===== src/rtl/ttpq_pkg.sv =====
package ttpq_pkg;

	localparam int unsigned CountW = 14;
	localparam int unsigned TicksW = 11;
	localparam int unsigned ModeW  = 2;
	localparam int unsigned PhaseW = 2;

	// saturation point of the tick count, longest accepted pulse, idle run needed
	localparam logic [CountW-1:0] COUNT_MAX  = CountW'(9999);
	localparam logic [CountW-1:0] ACCEPT_MAX = CountW'(2020);
	localparam logic [CountW-1:0] IDLE_NEED  = CountW'(10);

	// phase codes
	localparam logic [PhaseW-1:0] PH_WAIT   = 2'd0;
	localparam logic [PhaseW-1:0] PH_HOLD   = 2'd1;
	localparam logic [PhaseW-1:0] PH_RETURN = 2'd2;

	// mode codes
	localparam logic [ModeW-1:0] MODE_OFF  = 2'd0;
	localparam logic [ModeW-1:0] MODE_HIGH = 2'd1;
	localparam logic [ModeW-1:0] MODE_LOW  = 2'd2;

	// register indexes (byte address = 4 * index)
	localparam logic REG_MODE    = 1'b0;
	localparam logic REG_MIN_ACT = 1'b1;

	localparam logic [ModeW-1:0]  MODE_RESET    = MODE_HIGH;
	localparam logic [CountW-1:0] MIN_ACT_RESET = CountW'(50);

	// increment with saturation
	function automatic logic [CountW-1:0] bump(input logic [CountW-1:0] c);
		logic [CountW-1:0] r;
		if (c >= COUNT_MAX - CountW'(1)) r = COUNT_MAX;
		else r = c + CountW'(1);
		return r;
	endfunction

endpackage


===== src/rtl/ttl_trigger_pulse_qualifier_top.sv =====
// ttl trigger pulse qualifier
// one input transaction on the s_axis side carries one sample of the trigger line
// (one sample per millisecond tick). every sample yields exactly one output
// transaction on the m_axis side with the trigger flag, the qualified pulse
// length and the qualifier phase after that sample.
// the apb port sets the mode (0 frozen, 1 active high, 2 active low) at address 0
// and the minimum active hold in ticks at address 4; write them while no sample
// is in flight.
// a sample is held in the input register, then its result in the result register,
// which drives m_axis (two register stages: input register, result register).
// throughput: one sample per cycle unless m_axis stalls; the state update is one
// saturating increment and a compare between the input and result registers.
// when the receiver stalls, the result register holds its transaction; one more
// sample is taken into the input register, then s_axis_tready drops until the
// result is taken.
// reset clears the qualifier state (phase waiting idle, count zero), sets mode 1
// and a minimum hold of 50 ticks, and empties both stages.
module ttl_trigger_pulse_qualifier_top (
	input  logic        clk,
	input  logic        arst_n,
	// sample stream
	input  logic        s_axis_tvalid,
	output logic        s_axis_tready,
	input  logic [7:0]  s_axis_tdata,   // [0] line_level, [7:1] zero
	// result stream
	output logic        m_axis_tvalid,
	input  logic        m_axis_tready,
	output logic [15:0] m_axis_tdata,   // [0] trigger, [11:1] pulse_ticks, [13:12] phase, [15:14] zero
	// configuration
	input  logic        psel,
	input  logic        penable,
	input  logic        pwrite,
	input  logic [2:0]  paddr,
	input  logic [31:0] pwdata,
	output logic [31:0] prdata,
	output logic        pready
);

	// configuration registers
	logic [ttpq_pkg::ModeW-1:0]  mode_q;
	logic [ttpq_pkg::CountW-1:0] min_act_q;

	// qualifier state
	logic [ttpq_pkg::CountW-1:0] tick_count_q;
	logic [ttpq_pkg::PhaseW-1:0] phase_q;
	logic                        seen_active_q;

	// input stage
	logic valid_s1;
	logic level_s1;

	// result stage
	logic                        valid_s2;
	logic                        trig_s2;
	logic [ttpq_pkg::TicksW-1:0] ticks_s2;
	logic [ttpq_pkg::PhaseW-1:0] phase_s2;

	logic adv;
	logic fire;
	logic cfg_wr;

	// next-state logic
	logic                        active;
	logic [ttpq_pkg::CountW-1:0] base;
	logic [ttpq_pkg::CountW-1:0] bumped;
	logic [ttpq_pkg::CountW-1:0] count_d;
	logic [ttpq_pkg::PhaseW-1:0] phase_d;
	logic                        seen_d;
	logic                        trig_d;
	logic [ttpq_pkg::TicksW-1:0] ticks_d;

	assign pready = 1'b1;
	assign cfg_wr = psel & penable & pwrite & pready;

	// result register free or being emptied this cycle
	assign adv           = ~valid_s2 | m_axis_tready;
	assign fire          = valid_s1 & adv;
	assign s_axis_tready = ~valid_s1 | adv;

	always_comb begin
		unique case (paddr[2])
			ttpq_pkg::REG_MODE:    prdata = 32'(mode_q);
			ttpq_pkg::REG_MIN_ACT: prdata = 32'(min_act_q);
			default:               prdata = '0;
		endcase
	end

	always_ff @(posedge clk or negedge arst_n) begin
		if (!arst_n) begin
			mode_q    <= ttpq_pkg::MODE_RESET;
			min_act_q <= ttpq_pkg::MIN_ACT_RESET;
		end else if (cfg_wr) begin
			if (paddr[2] == ttpq_pkg::REG_MODE) mode_q <= pwdata[ttpq_pkg::ModeW-1:0];
			else min_act_q <= pwdata[ttpq_pkg::CountW-1:0];
		end
	end

	// polarity: mode 1 active high, any other nonzero mode active low
	assign active = (mode_q == ttpq_pkg::MODE_HIGH) ? level_s1 : ~level_s1;

	always_comb begin
		count_d = tick_count_q;
		phase_d = phase_q;
		seen_d  = seen_active_q;
		trig_d  = 1'b0;
		ticks_d = '0;
		base    = tick_count_q;
		bumped  = ttpq_pkg::bump(tick_count_q);
		if (mode_q != ttpq_pkg::MODE_OFF) begin
			unique case (phase_q)
				ttpq_pkg::PH_WAIT: begin
					// an idle sample after any active one restarts the idle run
					if (!active) begin
						if (seen_active_q) begin
							base   = '0;
							seen_d = 1'b0;
						end
					end else begin
						seen_d = 1'b1;
					end
					bumped  = ttpq_pkg::bump(base);
					count_d = bumped;
					if (bumped == ttpq_pkg::IDLE_NEED) phase_d = ttpq_pkg::PH_HOLD;
				end
				ttpq_pkg::PH_HOLD: begin
					if (active) begin
						count_d = bumped;
						if (bumped >= min_act_q) phase_d = ttpq_pkg::PH_RETURN;
					end else begin
						count_d = '0;
					end
				end
				default: begin
					// awaiting return to idle
					if (!active) begin
						if (bumped <= ttpq_pkg::ACCEPT_MAX) begin
							trig_d  = 1'b1;
							ticks_d = bumped[ttpq_pkg::TicksW-1:0];
						end
						count_d = '0;
						phase_d = ttpq_pkg::PH_WAIT;
					end else begin
						count_d = bumped;
					end
				end
			endcase
		end
	end

	always_ff @(posedge clk or negedge arst_n) begin
		if (!arst_n) begin
			valid_s1      <= 1'b0;
			valid_s2      <= 1'b0;
			tick_count_q  <= '0;
			phase_q       <= ttpq_pkg::PH_WAIT;
			seen_active_q <= 1'b0;
		end else begin
			if (s_axis_tready) valid_s1 <= s_axis_tvalid;
			if (adv) valid_s2 <= valid_s1;
			if (fire) begin
				tick_count_q  <= count_d;
				phase_q       <= phase_d;
				seen_active_q <= seen_d;
			end
		end
	end

	// payload registers
	always_ff @(posedge clk) begin
		if (s_axis_tready & s_axis_tvalid) level_s1 <= s_axis_tdata[0];
		if (fire) begin
			trig_s2  <= trig_d;
			ticks_s2 <= ticks_d;
			phase_s2 <= phase_d;
		end
	end

	assign m_axis_tvalid = valid_s2;
	assign m_axis_tdata  = {2'b00, phase_s2, ticks_s2, trig_s2};

	// a trigger is only raised on the return to the waiting phase
	a_trig_phase: assert property (@(posedge clk) disable iff (!arst_n)
		(valid_s2 && trig_s2) |-> (phase_s2 == ttpq_pkg::PH_WAIT))
		else $error("trigger reported outside waiting phase");

	// pulse length is zero unless a trigger is reported
	a_ticks_zero: assert property (@(posedge clk) disable iff (!arst_n)
		(valid_s2 && !trig_s2) |-> (ticks_s2 == '0))
		else $error("pulse_ticks nonzero without trigger");

	// the count never passes its saturation point
	a_count_sat: assert property (@(posedge clk) disable iff (!arst_n)
		tick_count_q <= ttpq_pkg::COUNT_MAX)
		else $error("tick count above saturation");

	// frozen mode leaves the qualifier state untouched
	a_frozen: assert property (@(posedge clk) disable iff (!arst_n)
		(fire && mode_q == ttpq_pkg::MODE_OFF) |=>
		($stable(tick_count_q) && $stable(phase_q) && $stable(seen_active_q)))
		else $error("state changed while disabled");

	// a sample taken into a full input stage must not be dropped
	a_no_overrun: assert property (@(posedge clk) disable iff (!arst_n)
		(valid_s1 && !adv) |=> valid_s1)
		else $error("input stage lost a sample");

endmodule


===== config.mk =====
export PLATFORM = sky130hd
export DESIGN_NAME = ttl_trigger_pulse_qualifier_top
export DESIGN_NICKNAME = d
export VERILOG_FILES = /design/src/rtl/ttpq_pkg.sv /design/src/rtl/ttl_trigger_pulse_qualifier_top.sv
export SDC_FILE = /design/constraint.sdc
export NUM_CORES = 1
export LEC_CHECK = 0
export BUFFER_PORTS_ARGS = -buffer_cell sky130_fd_sc_hd__buf_4
export CAP_MARGIN = 25
export CORE_MARGIN = 2
export CORE_UTILIZATION = 40
export CTS_CLUSTER_DIAMETER = 60
export DETAILED_ROUTE_END_ITERATION = 16
export PLACE_DENSITY = 0.76
export SYNTH_ARGS = -nofsm -noshare
export SYNTH_HDL_FRONTEND = slang
export SYNTH_SLANG_ARGS = --single-unit

===== constraint.sdc =====
create_clock -name clk -period 4.9 [get_ports clk]
set_input_delay 0.735 -clock clk [delete_from_list [all_inputs] [get_ports clk]]
set_output_delay 0.735 -clock clk [all_outputs]
set_load 0.02 [all_outputs]

---- Word-level counts from Yosys, hierarchy flattened ----
Cells that the tools add are included.
word-level totals
  register bits ........................... 50
  bits in latches ......................... 0
  memory bits (writable) .................. 0
  ROM bits ................................ 0
  output and inout port bits .............. 51
  logic and storage cells ................. 60
  memories ................................ 0
cells by class
  add/sub/neg operators ................... 2
  multipliers ............................. 0
  div/mod/pow operators ................... 0
  magnitude comparators ................... 4
  eq/ne operators ......................... 3
  shifts and indexed selects .............. 0
  muxes and demuxes ....................... 20
  bitwise gates (word level) .............. 12
  reductions and logical operators ........ 8
operator list
  cell                     count
  $mux W14                 10
  $pmux W32 S2             1
  $add A14 B1 Y14 const B  2
  $ge A14 B14 Y1 const B   2
  $eq A14 B4 Y1 const B    1
  $ge A14 B14 Y1           1
  $le A14 B11 Y1 const B   1
  $mux W2                  5
  $not A1 Y1               6
  $reduce_and A2 Y1        3
  $reduce_or A5 Y1         1
  $and A1 B1 Y1            4
  $eq A2 B1 Y1 const B     2
  $pmux W2 S2              1
  $reduce_or A4 Y1         1
  $mux W1                  3
  $reduce_and A3 Y1        1
  $logic_not A2 Y1         1
  $or A1 B1 Y1             2
  $reduce_bool A2 Y1       1

---- Longest topological paths before layout ----
Gate-level depths: netlist of the first run.
  depth after elaboration ................. 13
  mapped depth ............................ 16

---- Least setup slack after synthesis of the first run ----
Ideal clock, no wire load.
  path type ............................... register to register
  start ................................... register tick_count_q[0] (netlist bit)
  end ..................................... register phase_s2[1] (netlist bit) (data pin)
  setup time .............................. 0.253 ns
  arrival ................................. 2.480 ns
  data required time ...................... 4.647 ns
  slack ................................... 2.167 ns
  stages on the path, launching flop included .. 17
  buffers on the path ..................... 2
  clock period less this slack ............ 2.733 ns
  path through ............................ dfrtp_1 -> buf_2 -> inv_1 -> ha_1 -> o211ai_1 -> a21o_2 -> and2_1 -> buf_4 -> and3_1 -> inv_2 -> ha_1 -> nand4_1 -> o21ai_0 -> o21a_1 -> a31o_2 -> nand2_1 -> nand2_1
between the ends
  longest elaborated chain between the ends .. 12
ends and longest elaborated chain
  item                                               line                                    text
  start, declared                                    ttl_trigger_pulse_qualifier_top.sv:44   logic [ttpq_pkg::CountW-1:0] tick_count_q;
  start signal, assigned                             ttl_trigger_pulse_qualifier_top.sv:161  tick_count_q <= count_d;
  $mux W14                                           ttl_trigger_pulse_qualifier_top.sv:114  if (seen_active_q) begin
  $mux W14                                           ttl_trigger_pulse_qualifier_top.sv:113  if (!active) begin
  $mux W14                                           ttl_trigger_pulse_qualifier_top.sv:110  unique case (phase_q)
  $mux W14                                           ttl_trigger_pulse_qualifier_top.sv:109  if (mode_q != ttpq_pkg::MODE_OFF) begin
  $add A14 B1 Y14 or $ge A14 B14 Y1 (tied branches)  ttpq_pkg.sv:34, ttpq_pkg.sv:33
  $mux W14                                           ttpq_pkg.sv:33                          if (c >= COUNT_MAX - CountW'(1)) r = COUNT_MAX;
  $mux W14                                           ttl_trigger_pulse_qualifier_top.sv:110
  $mux W14                                           ttl_trigger_pulse_qualifier_top.sv:109
  $eq A14 B4 Y1                                      ttl_trigger_pulse_qualifier_top.sv:123  if (bumped == ttpq_pkg::IDLE_NEED) phase_d = ttpq_pkg::PH_HOLD;
  $mux W2                                            ttl_trigger_pulse_qualifier_top.sv:123
  $pmux W2 S2 *                                      ttl_trigger_pulse_qualifier_top.sv:110
  $mux W2 *                                          ttl_trigger_pulse_qualifier_top.sv:109
  net phase_d (one bit)                              ttl_trigger_pulse_qualifier_top.sv:67   logic [ttpq_pkg::PhaseW-1:0] phase_d;
  end signal, assigned                               ttl_trigger_pulse_qualifier_top.sv:174  phase_s2 <= phase_d;
  end, declared                                      ttl_trigger_pulse_qualifier_top.sv:56   logic [ttpq_pkg::PhaseW-1:0] phase_s2;
The timed path passes the listed nets; every way through them passes the cells marked *. The select of a mux whose other input is x is not followed.
A chain may end at the register's enable or synchronous reset.

---- Worst setup path after layout of the first run ----
  start ................................... register tick_count_q[0] (netlist bit)
  end ..................................... register phase_s2[0] (netlist bit) (data pin)
Same word-level chain as after synthesis.

==> reports/metrics.yaml, run 1 <==
clocking:
  htree_levels: 2
  cts_buffer_depth: 2
  clkSinkCount: 50
  clkSlewWorstSetupHoldPaths_ps: 100
  cts_resized: 0
  post_cts_buffers: 0
  cts_root_buf: "clkbuf_8"
  tritoncts: "built"
  cts_hold_buf: 0
  clock_latency_ps: 310
  cts_made_buffers: 5
critical_path:
  path_cells: "inv_1 -> ha_1 -> o211ai_1 -> a21o_2 -> nand2_4 -> nor2_1 -> inv_1 -> ha_1 -> a21o_1 -> a211oi_1 -> o21ai_0 -> a31o_2 -> o31ai_1"
  endpoint_kind: "flip-flop"
  r2r-start: "tick_count_q[0]"
  crit_type: "reg -> reg"
  worstReg2RegEnd: "phase_s2[0]"
  path_max_fanout: 17
  arrival_ps: 3710
  start_kind: "flip-flop"
  startpoint: "tick_count_q[0]"
  r2r_cells: 13
  cp_slowest_stage_delay_ps: 660
  worstSetupEndpoint: "phase_s2[0]"
  critPathSlowestCell: "dfrtp_1"
  rrSetupSlack_ps: 1300
  crit_required_ps: 5020
sta:
  worst_pin_slew_ps: 684
  setup_viol: 0
  final_hold_viol_count: 0
  relSlewSlack: 0.543
  fin_setup_tns_ps: 0
  fmax_mhz: 278
  clock_skew_ps: 6.51
  worst_slack_ps: 1300
  fin_crit_sh: 0.734
  rsz0062_at_grt: "false"
  fin_crit_ps: 3600
  final_max_slew_viol_count: 0
die:
  die_area_sq_um: 9800
  start_util: 0.414
  die_width_microns: 99.0
  ios: 101
  rows: 34
  die_h_microns: 99.0
  design.core.area_sq_um: 8720
route:
  avgRoutedWirePerCell_microns: 16.3
  drt_iter0_markers: 231
  drc: 0
  detail-route-antenna-nets: 0
  wl_microns: 8780
  via_per_inst: 5.52
  dr.pass1.iters: 6
  num_vias: 2969
worst_hold_path:
  min_path_type: "in -> async"
yosys:
  ys_seq_elements: 50
  synth_edf_count: 15
  postSynthCellCount: 394
  syn_area_sq_um: 3610
  synthFlopType: "dfrtp_1"
  synth.distinct_cells: 68
  yosysSeqAreaShare: 0.369
  synth_warnings: 0
  syn_area_per_cell_sq_um: 9.16
  async_reset_ff_frac: 0.700
layout:
  fin_nets: 497
  instances_no_fill: 538
  utilization: 0.462
  final_layout_size_suffix_gt1_frac: 0.219
  n_antenna_cell: 0
  area_growth_pct: 11.7
outcome:
  status: "complete, no violations"
global_route:
  grt_use_total: 0.184
  grt_pass1_wl_microns: 14400
  grt_start_max_net_pins: 36
  grt_overflow: 0
  first_global_vias: 2832
  antenna_found_initial: 0
placed_design:
  pre_cts_slack_ps: 1400
  gp_congestion: 0.908
  placedCellCount: 530
  numPortBuffers: 52
  dpl.hpwl_microns: 6610
pwr:
  power.total_mw: 1.56
  ir_drop_uv: 200
  power.density_nw_per_um2: 388
  power_leakage_nw: 1.79
job:
  drv_cap: 0
sequential cells by signal, indices dropped and copies added, names as in the netlist, 2 cells and up:
name / cells
min_act_q: 14
tick_count_q: 14
ticks_s2: 11
mode_q: 2
phase_q: 2
phase_s2: 2
routing by layer:
metal,vias up,global-route usage,share of wire
met4,0,0.0537,0.018
met5,-,0,0
met1,1423,0.258,0.46
met3,17,0.0270,0.053
li1,1424,-,-
met2,105,0.298,0.47
logic make-up after synthesis:
kind of cell,after synthesis,share of synthesized area
AO/OA/AOI/OAI,83,0.159
XOR/XNOR,17,0.0413
adder cells (fa/ha/maj),18,0.0624
buffers and inverters,74,0.108
flip-flops,50,0.369
multiplexers,21,0.0652
other,2,0.00208
AND/OR/NAND/NOR,129,0.193
where the power goes:
| group | internal, mW | switching, mW |
|---|---|---|
| clock | 0.117 | 0.144 |
| combinational | 0.284 | 0.374 |
| sequential | 0.509 | 0.136 |
| total | 0.910 | 0.654 |
layout make-up:
| class | count | area, sq um |
|---|---|---|
| well taps | 108 | 135 |
| multi-input cells | 289 | 1960 |
| clock inverters | 1 | 8.76 |
| fillers | 824 | 4690 |
| clock buffers | 7 | 86.3 |
| inverters | 30 | 113 |
| repair buffers | 53 | 398 |
| flip-flops and latches | 50 | 1330 |
through the flow:
| stage | hold WS (ps) | cell area (sq um) |
|---|---|---|
| global route | 410 | 4030 |
| global placement | 477 | 3940 |
| floorplan | 439 | 3680 |
| detailed placement | 504 | 3940 |
| finish | 386 | 4030 |
| CTS | 401 | 4030 |
synthesized netlist by cell type (4+ instances only):
master,number,area share
ha_1,18,0.062
and4_1,4,0.0097
dfrtp_1,31,0.21
dfstp_2,4,0.029
xor2_1,4,0.0097
edfxtp_1,15,0.12
nand2_1,27,0.028
inv_1,28,0.029
a21boi_0,4,0.0083
o221ai_1,4,0.0097
nand2b_1,6,0.010
nor2_1,29,0.030
mux2_2,19,0.059
and2_1,19,0.033
a21oi_1,12,0.017
clkbuf_1,10,0.010
buf_2,4,0.0055
nand4_1,9,0.016
o211ai_1,4,0.0083
o31ai_1,6,0.012
nor3_1,8,0.011
buf_4,26,0.054
o21ai_0,22,0.031
nand3_1,11,0.015
xnor2_1,13,0.032
worst max-delay path: cells and delay by family, from the launching register on:
family / cells / cell delay (ps)
compound gates: 7 / 1560
fa+ha+maj: 2 / 510
buf+inv: 2 / 240
flops: 1 / 660
simple gates: 2 / 440
how the worst min path moves through the flow:
stage | end | slack, ps
floorplan | m_axis_tvalid | 440
global placement | m_axis_tvalid | 480
detailed placement | m_axis_tvalid | 500
CTS | min_act_q[3] | 400
global route | min_act_q[3] | 410
finish | tick_count_q[4] | 390
cell usage in the layout, fill, tap and decap left out, types with 2 or more instances in the layout:
cell type / Yosys / routed
ha_1: 18 / 18
xor2_1: 4 / 4
o21ai_0: 22 / 22
and2_1: 19 / 19
a221oi_1: 2 / 2
a2bb2oi_1: 2 / 2
nor3_1: 8 / 8
nand4_1: 9 / 9
nand3_1: 11 / 11
a21boi_0: 4 / 4
nand2_1: 27 / 27
xnor2_1: 13 / 13
o221ai_1: 4 / 4
o31ai_1: 6 / 6
conb_1: 2 / 21
nand2b_1: 6 / 6
clkbuf_8: 0 / 6
mux2_2: 19 / 19
or4_1: 2 / 2
dfstp_2: 4 / 4
o211ai_1: 4 / 4
nand4b_1: 2 / 2
nor2b_1: 2 / 2
edfxtp_1: 15 / 15
o21a_1: 3 / 3
buf_4: 26 / 53
nor2_1: 29 / 29
inv_2: 2 / 2
o22ai_1: 3 / 3
inv_1: 28 / 28
dfrtp_1: 31 / 31
and4_1: 4 / 4
a21oi_1: 12 / 12
a211oi_1: 3 / 3
No activity file was read; power rests on OpenSTA's default activity.
==> run 2, diff against run 1 <==
- ABC_AREA: default -> 1
- PLACE_DENSITY: 0.76 -> 0.78
- clock period: 4.9 -> 3.3 ns (I/O delays scaled with it)
==> run 2 against run 1 <==
  * Hold slack got worse by 250 ps
  * Clock-buffer cell count decreased by 2
  * Die area decreased by 1.2%
  * Routed wire length increased by 2.9%
  * Largest cell class unchanged
  * Largest power group unchanged
  * Synthesized area decreased by 1.3%
  * Final cell count increased by 22%
==> reports/metrics.yaml, run 2 <==
clocking:
  clkSlewWorstSetupHoldPaths_ps: 100
  post_cts_buffers: 0
  cts_buffer_depth: 2
  cts_resized: 0
  cts_hold_buf: 0
  htree_levels: 2
  clock_latency_ps: 310
  clkSinkCount: 50
  cts_root_buf: "clkbuf_8"
  tritoncts: "built"
  cts_made_buffers: 5
yosys:
  syn_area_sq_um: 3560
  async_reset_ff_frac: 0.700
  synth.largest_area_cell: "dfrtp_1"
  yosysMostFrequentCell: "nand2_1"
  ys_seq_elements: 50
  synth.area.top_cells: "dfrtp_1, edfxtp_1, nand2_1, inv_1, nor2_1"
  yosysSeqAreaShare: 0.374
  synth.distinct_cells: 42
  synthTopCellsByCount: "nand2_1, inv_1, nor2_1"
  synth_edf_count: 15
  synthFlopType: "dfrtp_1"
  yosysTopAreaCellShare: 0.218
  synth_warnings: 0
  postSynthCellCount: 488
  syn_area_per_cell_sq_um: 7.30
sta:
  final_max_slew_viol_count: 0
  fin_setup_tns_ps: 0
  hold-worst-slack_ps: 135
  rsz0062_at_grt: "false"
  worst_pin_slew_ps: 801
  fin_crit_ps: 3020
  relSlewSlack: 0.465
  fmax_mhz: 331
  fin_crit_sh: 0.916
  clock_skew_ps: 10.6
  final_hold_viol_count: 0
  setup_viol: 0
layout:
  final_layout_size_suffix_gt1_frac: 0.197
  reg.largest.list: "min_act_q x14, tick_count_q x14, ticks_s2 x11"
  mostFrequentLayoutCell: "nand2_1"
  n_antenna_cell: 0
  fin_nets: 615
  final_cell_mix: "nand2_1, inv_1, buf_4"
  area_growth_pct: 16.4
global_route:
  grt_pass1_wl_microns: 15000
  antenna_found_initial: 0
  first_global_vias: 3090
  grt_overflow: 0
  grt_use_total: 0.191
  grt_start_max_net_pins: 36
critical_path:
  endpoint_kind: "flip-flop"
  r2r_cells: 19
  cp_slowest_stage_delay_ps: 460
  start_kind: "flip-flop"
  path_cells: "inv_1 -> ha_1 -> nor2_1 -> nor2_1 -> o21ai_2 -> nand2_4 -> inv_6 -> nand2_1 -> nor2_1 -> ha_1 -> nand2_1 -> nor3_1 -> nand4_1 -> nand4_1 -> nand2_1 -> nand2_1 -> nand2_1 -> nand3_1 -> nand2_1"
  r2r-start: "tick_count_q[0]"
  arrival_ps: 3090
  crit_type: "reg -> reg"
  path_max_fanout: 10
  crit_required_ps: 3370
  startpoint: "tick_count_q[0]"
  crit_family: "simple AND/OR/NAND/NOR gates"
  cp_num_cells: 19
  path_buf_inv: 2
  critPathSlowestCell: "dfrtp_1"
  crit_top_cell: "nand2_1"
route:
  num_vias: 3244
  top_layer: "met4"
  drt_iter0_markers: 180
  detail-route-antenna-nets: 0
  wl_met1_microns: 4170
  via_per_inst: 4.95
  wl_met2_microns: 4250
  avgRoutedWirePerCell_microns: 13.8
  drc: 0
  wl_microns: 9030
  dr.pass1.iters: 4
  dr_wl_met3_microns: 451
die:
  die_area_sq_um: 9680
  start_util: 0.410
  rows: 34
  die_h_microns: 98.4
  die_width_microns: 98.4
  design.core.area_sq_um: 8680
  ios: 101
placed_design:
  gp_congestion: 0.920
  dpl.hpwl_microns: 7110
  numPortBuffers: 52
worst_hold_path:
  min_path_type: "in -> async"
pwr:
  power_leakage_nw: 2.17
  ir_drop_uv: 381
  power.density_nw_per_um2: 722
outcome:
  status: "complete, no violations"
job:
  drv_cap: 0
## run 2: layout make-up
class / count / area (sq um)
inverter: 86 / 329
tap: 108 / 135
multi-input combinational: 340 / 1760
timing repair buffer: 64 / 480
clock buffer: 5 / 68.8
sequential: 50 / 1330
clock inverter: 3 / 45.0
fill: 872 / 4530
## run 2: routing by layer
metal / vias to the layer above / GRT usage
li1: 1620 / -
met1: 1513 / 0.264
met2: 97 / 0.310
met3: 14 / 0.0301
met4: 0 / 0.0548
met5: - / 0
## run 2: through the flow
step                      cell area [sq um]  cells  utilization  setup WS, ps  power, mW
final                                  4150    656        0.478           277       3.00
after global routing                   4150    656        0.478          39.0       3.26
after CTS                              4150    656        0.478           338       3.00
after detailed placement               4030    648        0.465           372       2.54
after global placement                 4030    648        0.465           406       2.50
after floorplan                        3630    507            -           779       2.06
## run 2: cells by family (layout without fill, tap and decap cells)
logic type | after synthesis | in the layout | share of synthesized area
AOI/OAI and AO/OA | 72 | 72 | 0.117
other | 2 | 21 | 0.00211
DFF | 50 | 50 | 0.374
and+or+nand+nor | 224 | 224 | 0.279
xor gates and xnor gates | 5 | 5 | 0.0123
buffers and inverters | 117 | 158 | 0.153
adders and majority gates | 18 | 18 | 0.0632
## run 2: path summary, 6_finish.rpt
kind                       slack [ps]       endpoint
min reg2reg                       500   min_act_q[4]
min in group clk                  370       level_s1
max                               280    phase_s2[0]
min                               130  min_act_q[13]
max in group asynchronous        2790      mode_q[0]
max reg2reg                       280    phase_s2[0]
## run 2: where the power goes
| part | total (mW) | switching (mW) | internal [mW] |
|---|---|---|---|
| Clock | 0.449 | 0.223 | 0.226 |
| Combinational | 1.59 | 1.03 | 0.561 |
| Sequential | 0.952 | 0.144 | 0.808 |
| Total | 3.00 | 1.40 | 1.60 |
